[src/hw/rtl/rgb2hsv_pkg.sv]
// ----------------------------------------------------------------------------
// rgb2hsv_pkg
// shared constants for the rgb to hsv converter: hue scale and sector codes
// ----------------------------------------------------------------------------
package rgb2hsv_pkg;

	localparam int HUE_W  = 15;
	localparam int HUE_CW = 16;
	localparam int HUE_QW = 12;

	localparam logic signed [HUE_CW-1:0] HUE_SIXTH = 16'sd3840;
	localparam logic signed [HUE_CW-1:0] HUE_FULL  = 16'sd23040;

	localparam int SECT_W = 2;
	typedef logic [SECT_W-1:0] sect_t;

	localparam sect_t SECT_RED   = 2'd0;
	localparam sect_t SECT_GREEN = 2'd1;
	localparam sect_t SECT_BLUE  = 2'd2;

endpackage

[src/hw/rtl/rgb_to_hsv_converter.sv]
// pipeline: stage 1 and stage 2 registers, the two dividers, then the stage 4 register;
//   the two dividers, with at most one quotient bit per stage, set the depth
// throughput: one pixel per clock, busy is never raised
// the receiver cannot stall; each result shows for one cycle with done high
// reset: arst_n clears all valid bits, payload registers are not reset
// ----------------------------------------------------------------------------
// rgb_to_hsv_converter
// pipelined rgb to hsv conversion with hue in 1/64 degree units
// ----------------------------------------------------------------------------
module rgb_to_hsv_converter #(
	parameter int CHANNEL_BITS = 8
) (
	input  logic                    clk,
	input  logic                    arst_n,
	input  logic                    start,
	output logic                    busy,
	input  logic [CHANNEL_BITS-1:0] red,
	input  logic [CHANNEL_BITS-1:0] green,
	input  logic [CHANNEL_BITS-1:0] blue,
	output logic                    done,
	output logic [14:0]             hue,
	output logic [CHANNEL_BITS-1:0] saturation,
	output logic [CHANNEL_BITS-1:0] brightness
);

	import rgb2hsv_pkg::*;

	localparam int W      = CHANNEL_BITS;
	localparam int LAT    = (W > HUE_QW) ? W : HUE_QW;
	localparam int HSIDEW = SECT_W + 2;

	// stage 1: max, min, sector, signed difference
	logic         req;
	logic [W-1:0] mx_c;
	logic [W-1:0] mn_c;
	sect_t        sect_c;
	logic [W-1:0] a_c;
	logic [W-1:0] b_c;

	logic         vld_s1;
	logic [W-1:0] mx_s1;
	logic [W-1:0] d_s1;
	logic [W-1:0] mag_s1;
	logic         neg_s1;
	sect_t        sect_s1;

	assign req  = start && !busy;
	assign busy = 1'b0;

	always_comb begin
		mx_c = red;
		if (green > mx_c) begin
			mx_c = green;
		end
		if (blue > mx_c) begin
			mx_c = blue;
		end
		mn_c = red;
		if (green < mn_c) begin
			mn_c = green;
		end
		if (blue < mn_c) begin
			mn_c = blue;
		end
		if (red >= green && red >= blue) begin
			sect_c = SECT_RED;
			a_c    = green;
			b_c    = blue;
		end else if (green >= blue) begin
			sect_c = SECT_GREEN;
			a_c    = blue;
			b_c    = red;
		end else begin
			sect_c = SECT_BLUE;
			a_c    = red;
			b_c    = green;
		end
	end

	always_ff @(posedge clk or negedge arst_n) begin
		if (!arst_n) begin
			vld_s1 <= 1'b0;
		end else begin
			vld_s1 <= req;
		end
	end

	always_ff @(posedge clk) begin
		mx_s1   <= mx_c;
		d_s1    <= mx_c - mn_c;
		neg_s1  <= a_c < b_c;
		mag_s1  <= (a_c < b_c) ? (b_c - a_c) : (a_c - b_c);
		sect_s1 <= sect_c;
	end

	// stage 2: scale numerators by full scale and by one sixth of a turn
	logic                vld_s2;
	logic [2*W-1:0]      satnum_s2;
	logic [W+HUE_QW-1:0] huenum_s2;
	logic [W-1:0]        mx_s2;
	logic [W-1:0]        d_s2;
	logic                neg_s2;
	logic                zero_s2;
	sect_t               sect_s2;

	always_ff @(posedge clk or negedge arst_n) begin
		if (!arst_n) begin
			vld_s2 <= 1'b0;
		end else begin
			vld_s2 <= vld_s1;
		end
	end

	always_ff @(posedge clk) begin
		satnum_s2 <= {d_s1, {W{1'b0}}} - {{W{1'b0}}, d_s1};
		huenum_s2 <= {mag_s1, 12'b0} - {4'b0, mag_s1, 8'b0};
		mx_s2     <= mx_s1;
		d_s2      <= d_s1;
		neg_s2    <= neg_s1;
		zero_s2   <= d_s1 == '0;
		sect_s2   <= sect_s1;
	end

	// stage 3: dividers
	logic              sat_vld;
	logic [W-1:0]      sat_quo;
	logic              sat_rnz;
	logic [W-1:0]      sat_mx;
	logic              hue_vld;
	logic [HUE_QW-1:0] hue_quo;
	logic              hue_rnz;
	logic [HSIDEW-1:0] hue_side;

	rgb2hsv_div #(
		.DW     (W),
		.QW     (W),
		.STAGES (LAT),
		.SW     (W)
	) u_sat_div (
		.clk    (clk),
		.arst_n (arst_n),
		.vld    (vld_s2),
		.num    (satnum_s2),
		.den    (mx_s2),
		.side   (mx_s2),
		.q_vld  (sat_vld),
		.quo    (sat_quo),
		.rnz    (sat_rnz),
		.q_side (sat_mx)
	);

	rgb2hsv_div #(
		.DW     (W),
		.QW     (HUE_QW),
		.STAGES (LAT),
		.SW     (HSIDEW)
	) u_hue_div (
		.clk    (clk),
		.arst_n (arst_n),
		.vld    (vld_s2),
		.num    (huenum_s2),
		.den    (d_s2),
		.side   ({sect_s2, neg_s2, zero_s2}),
		.q_vld  (hue_vld),
		.quo    (hue_quo),
		.rnz    (hue_rnz),
		.q_side (hue_side)
	);

	// stage 4: sector offset, floor correction, wrap
	sect_t                     d_sect;
	logic                      d_neg;
	logic                      d_zero;
	logic signed [HUE_CW-1:0]  base;
	logic signed [HUE_CW-1:0]  qs;
	logic signed [HUE_CW-1:0]  h_raw;
	logic signed [HUE_CW-1:0]  h_wrap;

	logic                      vld_s4;
	logic [HUE_W-1:0]          hue_s4;
	logic [W-1:0]              sat_s4;
	logic [W-1:0]              bright_s4;

	assign {d_sect, d_neg, d_zero} = hue_side;

	always_comb begin
		case (d_sect)
			SECT_RED:   base = '0;
			SECT_GREEN: base = HUE_SIXTH + HUE_SIXTH;
			SECT_BLUE:  base = (HUE_SIXTH + HUE_SIXTH) + (HUE_SIXTH + HUE_SIXTH);
			default:    base = '0;
		endcase
		qs = signed'({{(HUE_CW-HUE_QW){1'b0}}, hue_quo});
		if (d_neg) begin
			h_raw = base - qs - signed'({{(HUE_CW-1){1'b0}}, hue_rnz});
		end else begin
			h_raw = base + qs;
		end
		h_wrap = (h_raw < 0) ? (h_raw + HUE_FULL) : h_raw;
	end

	always_ff @(posedge clk or negedge arst_n) begin
		if (!arst_n) begin
			vld_s4 <= 1'b0;
		end else begin
			vld_s4 <= hue_vld;
		end
	end

	always_ff @(posedge clk) begin
		hue_s4    <= d_zero ? '0 : h_wrap[HUE_W-1:0];
		sat_s4    <= d_zero ? '0 : sat_quo;
		bright_s4 <= sat_mx;
	end

	assign done       = vld_s4;
	assign hue        = hue_s4;
	assign saturation = sat_s4;
	assign brightness = bright_s4;

	// checks
	a_no_busy : assert property (@(posedge clk) disable iff (!arst_n)
		!busy)
		else $error("busy raised");

	a_div_align : assert property (@(posedge clk) disable iff (!arst_n)
		sat_vld == hue_vld)
		else $error("divider valids out of step");

	a_hue_range : assert property (@(posedge clk) disable iff (!arst_n)
		done |-> hue < 15'd23040)
		else $error("hue out of range");

	a_black : assert property (@(posedge clk) disable iff (!arst_n)
		done && brightness == '0 |-> saturation == '0 && hue == '0)
		else $error("black pixel gives nonzero hue or saturation");

	a_rem_used : assert property (@(posedge clk) disable iff (!arst_n)
		sat_vld && sat_mx == '0 |=> !done || saturation == '0)
		else $error("saturation not cleared for black pixel");

	logic unused_rnz;
	assign unused_rnz = sat_rnz;

endmodule

[src/hw/rtl/rgb2hsv_div.sv]
// ----------------------------------------------------------------------------
// rgb2hsv_div
// pipelined restoring divider, one quotient bit per stage for the first QW stages, with side data
// ----------------------------------------------------------------------------
module rgb2hsv_div #(
	parameter int DW     = 8,
	parameter int QW     = 12,
	parameter int STAGES = 12,
	parameter int SW     = 4
) (
	input  logic               clk,
	input  logic               arst_n,
	input  logic               vld,
	input  logic [DW+QW-1:0]   num,
	input  logic [DW-1:0]      den,
	input  logic [SW-1:0]      side,
	output logic               q_vld,
	output logic [QW-1:0]      quo,
	output logic               rnz,
	output logic [SW-1:0]      q_side
);

	logic          vld_s  [1:STAGES];
	logic [DW-1:0] rem_s  [1:STAGES];
	logic [QW-1:0] low_s  [1:STAGES];
	logic [QW-1:0] quo_s  [1:STAGES];
	logic [DW-1:0] den_s  [1:STAGES];
	logic [SW-1:0] side_s [1:STAGES];

	for (genvar i = 0; i < STAGES; i++) begin : g_stage
		logic          vld_i;
		logic [DW-1:0] rem_i;
		logic [QW-1:0] low_i;
		logic [QW-1:0] quo_i;
		logic [DW-1:0] den_i;
		logic [SW-1:0] side_i;
		logic [DW-1:0] rem_n;
		logic [QW-1:0] low_n;
		logic [QW-1:0] quo_n;

		if (i == 0) begin : g_first
			assign vld_i  = vld;
			assign rem_i  = num[DW+QW-1:QW];
			assign low_i  = num[QW-1:0];
			assign quo_i  = '0;
			assign den_i  = den;
			assign side_i = side;
		end else begin : g_next
			assign vld_i  = vld_s[i];
			assign rem_i  = rem_s[i];
			assign low_i  = low_s[i];
			assign quo_i  = quo_s[i];
			assign den_i  = den_s[i];
			assign side_i = side_s[i];
		end

		if (i < QW) begin : g_div
			logic [DW:0]   trial;
			logic [DW-1:0] diff;
			logic          ge;

			always_comb begin
				trial = {rem_i, low_i[QW-1]};
				diff  = trial[DW-1:0] - den_i;
				ge    = trial >= {1'b0, den_i};
				rem_n = ge ? diff : trial[DW-1:0];
				low_n = {low_i[QW-2:0], 1'b0};
				quo_n = {quo_i[QW-2:0], ge};
			end
		end else begin : g_hold
			assign rem_n = rem_i;
			assign low_n = low_i;
			assign quo_n = quo_i;
		end

		always_ff @(posedge clk or negedge arst_n) begin
			if (!arst_n) begin
				vld_s[i+1] <= 1'b0;
			end else begin
				vld_s[i+1] <= vld_i;
			end
		end

		always_ff @(posedge clk) begin
			rem_s[i+1]  <= rem_n;
			low_s[i+1]  <= low_n;
			quo_s[i+1]  <= quo_n;
			den_s[i+1]  <= den_i;
			side_s[i+1] <= side_i;
		end
	end

	assign q_vld  = vld_s[STAGES];
	assign quo    = quo_s[STAGES];
	assign rnz    = rem_s[STAGES] != '0;
	assign q_side = side_s[STAGES];

endmodule

[config.mk]
export PLATFORM = sky130hd
export DESIGN_NAME = rgb_to_hsv_converter
export DESIGN_NICKNAME = d
export VERILOG_FILES = /design/src/hw/rtl/rgb2hsv_pkg.sv /design/src/hw/rtl/rgb_to_hsv_converter.sv /design/src/hw/rtl/rgb2hsv_div.sv
export SDC_FILE = /design/constraint.sdc
export NUM_CORES = 1
export LEC_CHECK = 0
export ABC_CLOCK_PERIOD_IN_PS = 2900
export BUFFER_PORTS_ARGS = -buffer_cell sky130_fd_sc_hd__buf_2
export CAP_MARGIN = 40
export CORE_UTILIZATION = 35
export DETAILED_ROUTE_END_ITERATION = 8
export REMOVE_ABC_BUFFERS = 1
export SETUP_SLACK_MARGIN = 0.1
export SLEW_MARGIN = 40
export SYNTH_ARGS = -nofsm -noshare
export SYNTH_HDL_FRONTEND = slang
export SYNTH_SLANG_ARGS = --single-unit
[constraint.sdc]
create_clock -name clk -period 2.9 [get_ports clk]
set_input_delay 0.145 -clock clk [delete_from_list [all_inputs] [get_ports clk]]
set_output_delay 0.145 -clock clk [all_outputs]
set_load 0.01 [all_outputs]
* Word level (Yosys, flattened, before mapping)
Memories as Yosys holds them, arrays and structs flattened. A register that Yosys moved wholly into a read port is not among the register bits.
Index checks and enable logic that the tools add are counted.
** Storage, ports and cells
- Input bits :: 27
- Logic and storage cells :: 134
- Register bits :: 113
- Output and inout bits :: 33
- Memory bits (writable) :: 996
- Memories :: 10
** Memories
- u_hue_div.quo_s :: words 12, width 12, rd ports 12, clocked after memory_dff 0, write ports 12, line rgb2hsv_div.sv:26 : logic [QW-1:0] quo_s [1:STAGES];
- u_hue_div.low_s :: words 12, width 11, rd ports 11, clocked after memory_dff 0, write ports 12, line rgb2hsv_div.sv:25 : logic [QW-1:0] low_s [1:STAGES];
- u_hue_div.den_s :: words 12, width 8, rd ports 11, clocked after memory_dff 0, write ports 12, line rgb2hsv_div.sv:27 : logic [DW-1:0] den_s [1:STAGES];
- u_hue_div.rem_s :: words 12, width 8, rd ports 12, clocked after memory_dff 0, write ports 12, line rgb2hsv_div.sv:24 : logic [DW-1:0] rem_s [1:STAGES];
- u_sat_div.den_s :: words 12, width 8, rd ports 11, clocked after memory_dff 0, write ports 12, line rgb2hsv_div.sv:27
- u_sat_div.low_s :: words 12, width 8, rd ports 11, clocked after memory_dff 0, write ports 12, line rgb2hsv_div.sv:25
- +4 memories
** Operators by class
- Reduce and logical (&&, ||, !) cells :: 3
- Multiplexer cells :: 33
- Equal/unequal tests :: 2
- Add/sub/neg operators :: 29
- $lt $le $gt $ge :: 29
** Operators with widths (count)
- $mux W8 :: 29
- $sub A8 B8 Y8 :: 23
- $ge A9 B8 Y1 :: 20
- $pmux W14 S2 :: 1
- $ge A8 B8 Y1 :: 3
- $lt A8 B8 Y1 :: 3
- $sub A20 B16 Y20 :: 1
- $add A16 B13 Y16 :: 1
- $gt A8 B8 Y1 :: 2
- $lt A16 B1 Y1 const B :: 1
- $mux W16 :: 1
- $sub A16 B13 Y16 :: 1
- $sub A16 B2 Y16 :: 1
- $sub A16 B8 Y16 :: 1
- $add A15 B15 Y15 const B :: 1
- $mux W15 :: 1
- $logic_not A8 Y1 :: 1
- $reduce_bool A8 Y1 :: 1
- $eq A2 B1 Y1 const B :: 1
- $eq A2 B2 Y1 const B :: 1
- $mux W2 :: 1
- $logic_and A1 B1 Y1 :: 1

* Depth between registers and ports, before layout
An unclocked memory read counts as a cell.
- Depth in word-level cells :: 8
- Gate-level depth with buffers :: 27
- Depth with buffers taken out :: 25

* Cells and area by module
Synthesis repeated with hierarchy kept, for this count alone.
** Unflattened totals
- Cell total of the unflattened synthesis :: 2825
- Area, all modules :: 31358.8 um^2
** Modules (own cells, without submodules)
- rgb2hsv_div (u_hue_div) :: cells each 1223, times used 1, seq. area each 7827.5 um^2, area an instance 13521.7 um^2
- rgb2hsv_div (u_sat_div) :: cells each 875, times used 1, seq. area each 7186.9 um^2, area an instance 11085.6 um^2
- rgb_to_hsv_converter :: cells each 727, times used 1, seq. area each 2177.1 um^2, area an instance 6751.5 um^2

* Worst setup path after synthesis
No wires, ideal clock.
- Path kind :: in2reg
- Start :: in green[1]
- End :: reg d_s1[7]
- Required time :: 2838 ps
- Path buffers :: 1
- Setup slack :: -1934 ps
- Setup time :: 62 ps
- Cell stages on the path :: 24
- Arrival time :: 4772 ps
- Cell sequence :: inv_1 ha_1 nor2b_1 o31a_1 o211ai_2 nand2_1 mux2i_1 ha_1 a211oi_1 nor2_1 nor3_1 o2111ai_1 nand3_1 buf_2 mux2_2 ha_1 and2_1 o21ai_0 a31oi_1 o21ai_0 a2111o_1 o311ai_0 nor4_1 nand3_1
** Between the ends
- Longest elaborated chain between the ends :: 5
** Ends and longest elaborated chain
- start: declaration :: line rgb_to_hsv_converter.sv:18 : input logic [CHANNEL_BITS-1:0] green,
- $gt A8 B8 Y1 / $lt A8 B8 Y1 (equally long branches) :: line rgb_to_hsv_converter.sv:52, rgb_to_hsv_converter.sv:59
- $mux W8 (on tied branches) :: line rgb_to_hsv_converter.sv:52, rgb_to_hsv_converter.sv:59
- $gt A8 B8 Y1 / $lt A8 B8 Y1 (equally long branches) :: line rgb_to_hsv_converter.sv:55, rgb_to_hsv_converter.sv:62
- $mux W8 (on tied branches) :: line rgb_to_hsv_converter.sv:55, rgb_to_hsv_converter.sv:62
- $sub A8 B8 Y8 * :: line rgb_to_hsv_converter.sv:90 : d_s1 <= mx_c - mn_c;
- end signal: assignment :: line rgb_to_hsv_converter.sv:90
- end: declaration :: line rgb_to_hsv_converter.sv:42 : logic [W-1:0] d_s1;
Mark *: on every way between the ends. The rest lies on a longest branch, timed or not.
A chain may end at the register's enable or synchronous reset.

* Worst setup path after layout
- Start :: in green[1]
- End :: reg d_s1[7]
** Between the ends
- Longest elaborated chain between the ends :: 5
** Ends and longest elaborated chain
- $gt A8 B8 Y1 :: line rgb_to_hsv_converter.sv:52 : if (green > mx_c) begin
- $mux W8 * :: line rgb_to_hsv_converter.sv:52
- $gt A8 B8 Y1 :: line rgb_to_hsv_converter.sv:55 : if (blue > mx_c) begin
- $mux W8 * :: line rgb_to_hsv_converter.sv:55
- net mx_c[1] :: line rgb_to_hsv_converter.sv:34 : logic [W-1:0] mx_c;
- $sub A8 B8 Y8 * :: line rgb_to_hsv_converter.sv:90
Mark *: on every way through the listed nets, which the timed path passes. The rest lies on a longest branch.

==> metrics.yaml <==
outcome: "finished with violations"
violations: "negative setup slack"
synth.distinct_cells: 81
cts_buffer_depth: 3
rsz0062_at_grt: "true"
critPathLaunchType: "input port"
ios: 60
place_area_um2: 29300
fin_crit_sh_pct: 143
internal_power_mw: 30.7
m1WireLength_um: 20600
syn_area_um2: 26600
final_layout_size_suffix_gt1_share_pct: 24.4
antenna_found_initial: 0
fin_ws_ns: -1.25
grt_pass1_vias: 18060
h-tree-depth: 3
grt_first_pass_wirelength_um: 83000
detail_route.vias_per_cell: 4.54
hold_viol_final: 0
synth_area_leader_cell: "dfxtp_1"
cts_tree: "built"
wl_per_cell_um: 13.0
slowest_stage: "a2111oi_1"
highest-signal-layer: "met4"
end_kind: "register"
area_growth_pct: 24.5
fin_nets: 3072
yosysWarnings: 0
hold_class: "in -> reg"
route.vias.total: 17212
wl_met3_um: 1650
clock.fmax_mhz: 241
p_leak_nw: 15.0
ys_async_sr_fraction_pct: 2.22
slowest_delay_ns: 0.43
syn_inst: 2421
grt_max_degree: 22
clockPowerShare_pct: 18.9
drv_cap: 0
dpl.hpwl_um: 36900
fp.dieH_um: 278
fp.dieW_um: 278
cp_max_fo: 7
synth_edf_count: 0
max_slew_margin_pct: 52.4
drt_iter0_markers: 714
multi_input_area_um2: 12700
syn_area_per_cell_um2: 11.0
period_needed_ns: 4.15
rows: 100
routabilityCongestion: 0.842
ys_ff_latch: 677
regArea_um2: 13600
synth-seq-area-share_pct: 51.2
core_area_um2: 74800
io_buffers: 58
synth_flop_cell: "dfxtp_1"
path_clk_slew_ns: 0.06
path_class: "in -> reg"
dr_wl_met2_um: 25700
finalInstanceArea_um2: 33100
power_frac_seq_pct: 33.3
insertion_delay_ns: 0.59
dieArea_um2: 77200
grt.overflow.total: 0
arrival_ns: 4.61
tightest_slew_ns: 0.707
final-setup-viol-count: 21
peakVddDrop_mv: 0.495
holdWs_ns: 0.108
start_util_pct: 35.6
drv_slew: 0
power_mw: 46.9
cts.sinks: 677
root_buffer: "clkbuf_16"
power.density_nw_per_um2: 1420
finalWirelength_um: 49300
combinationalPowerShare_pct: 47.8
skew_ns: 0.0192
switchingPower_mw: 16.3
drtPass1Iterations: 5
synth.top_cells.by_area: "dfxtp_1 (50%), ha_1 (12%), mux2_2 (4.9%), inv_1 (4.2%), xnor2_1 (2.8%)"
switching_share_pct: 34.7
cts_buffers: 69
yosysTopAreaCellShare_pct: 49.8
required_ns: 3.36
antenna_cells: 0
ant_nets: 0
grt_usage_pct: 12.8
drc: 0
nFillCells: 6960
[worst max-delay path: cells and delay by family]
| family | cells | cell delay (ns) |
|---|---|---|
| adder cells (fa/ha/maj) | 3 | 0.77 |
| buffers and inverters | 4 | 0.35 |
| AO/OA/AOI/OAI | 9 | 1.85 |
| AND/OR/NAND/NOR | 10 | 1.46 |
[timing repair]
item / CTS / global route
resized for setup: 134 / 95
buffers inserted: 28 / 35
cloned: 3 / 0
hold endpoints to repair: 16 / 0
setup endpoints to repair: 30 / 65
pin swaps: 50 / 69
hold buffers: 3 / 0
[synthesized netlist by cell type, types with 5 or more instances]
| cell | instances |
|---|---|
| and2_1 | 5 |
| mux2_2 | 116 |
| a211oi_4 | 11 |
| fa_1 | 23 |
| a21o_1 | 33 |
| dfrtp_1 | 15 |
| a21boi_1 | 11 |
| a211oi_2 | 10 |
| mux2i_1 | 70 |
| nor2b_1 | 59 |
| a21oi_1 | 81 |
| nor3_1 | 38 |
| nand3_1 | 25 |
| xnor2_1 | 85 |
| nand4_1 | 36 |
| a211oi_1 | 6 |
| nor4_1 | 23 |
| nand2_1 | 58 |
| nand2b_1 | 27 |
| a21boi_0 | 29 |
| clkbuf_1 | 6 |
| o21a_1 | 45 |
| inv_1 | 296 |
| xor2_1 | 27 |
| o21ai_0 | 68 |
| mux2_1 | 12 |
| nor2_1 | 163 |
| ha_1 | 254 |
| o211ai_1 | 5 |
| or3_1 | 8 |
| dfxtp_1 | 662 |
| o21ai_1 | 35 |
[path summary, 6_finish.rpt]
path	from	to	slack, ns	cells past startpoint
setup / recovery	green[1]	d_s1[7]$_DFF_P_	-1.25	26
hold / removal	blue[7]	mx_s1[7]$_DFF_P_	0.11	4
setup reg to reg	u_hue_div.rem_s[12][5]$_DFF_P_	hue[12]$_SDFF_PP0_	-0.31	15
hold reg to reg	u_sat_div.quo_s[11][2]$_DFF_P_	u_sat_div.quo_s[12][2]$_DFF_P_	0.32	0
max in group asynchronous	arst_n	u_hue_div.g_stage[4].vld_i$_DFF_PN0_	1.89	3
min in group asynchronous	arst_n	vld_s2$_DFF_PN0_	0.63	3
[per-stage QoR]
stage,setup TNS (ns),utilization [%],worst slack (ns),std cells
after floorplan,-23.18,-,-1.94,2406
after global placement,-30.27,39.2,-2.19,3601
after detailed placement,-33.15,39.2,-2.42,3601
after CTS,-11.76,43.3,-1.24,3755
after global routing,-15.30,44.3,-1.47,3788
final,-12.55,44.3,-1.25,3788
[routing by layer]
layer / global-route usage (%) / vias to the layer above
met4: 5.16 / 0
met3: 2.16 / 101
li1: - / 8873
met2: 24.3 / 242
met5: 0 / -
met1: 13.9 / 7996
[power by group through the flow]
stage	combinational, mW	sequential [mW]	clock (mW)
finish	22.4	15.6	8.89
global route	25.2	16.1	9.62
CTS	21.8	15.7	9.19
detailed placement	21.0	15.9	0
global placement	20.4	15.8	0
floorplan	16.3	15.3	0
[sequential cells by signal (all words and copies together) (netlist names), 6 cells and up]
name	count
u_hue_div.rem_s	96
u_sat_div.side_s	90
u_hue_div.den_s	88
u_hue_div.quo_s	78
u_sat_div.quo_s	68
u_sat_div.rem_s	56
u_hue_div.side_s	48
u_sat_div.low_s	21
hue	15
satnum_s2	15
huenum_s2	12
u_hue_div.g_stage.vld_i	11
brightness	8
d_s1	8
d_s2	8
mag_s1	8
mx_s1	8
mx_s2	8
saturation	8
u_hue_div.low_s	6
u_sat_div.den_s	6
[cells by family after synthesis]
logic type / synth area share, %
AOI/OAI and AO/OA: 10.1
DFF: 51.2
muxes: 8.10
buffers and inverters: 4.55
other: 0.0141
and+or+nand+nor: 8.69
xor gates and xnor gates: 3.69
adders and majority gates: 13.7
[final cells by class]
cell class / count / share of cell area (%)
clock buffer: 97 / 5.93
clock inverter: 25 / 1.06
inverter: 298 / 3.40
multi-input combinational: 1433 / 38.3
sequential: 677 / 41.1
tap: 969 / 3.66
timing repair buffer: 289 / 6.55
[layout by cell type, fill, tap and decap left out, types with 22 or more instances in the layout]
master	synthesis	layout
nand2b_1	27	25
a21o_1	33	33
xor2_1	27	27
nor4_1	23	23
nor3_1	38	34
o21ai_1	35	41
ha_1	254	230
nor2_1	163	152
a21boi_0	29	28
clkbuf_16	0	72
a21oi_1	81	57
nor2b_1	59	56
mux2_2	116	113
ha_4	0	22
nand4_1	36	36
dfxtp_1	662	662
buf_6	3	28
o21ai_0	68	56
xnor2_1	85	83
nand2_1	58	55
o21a_1	45	44
buf_2	2	57
buf_4	3	198
mux2i_1	70	60
inv_1	296	286
Power figures use the tool's default switching activity.
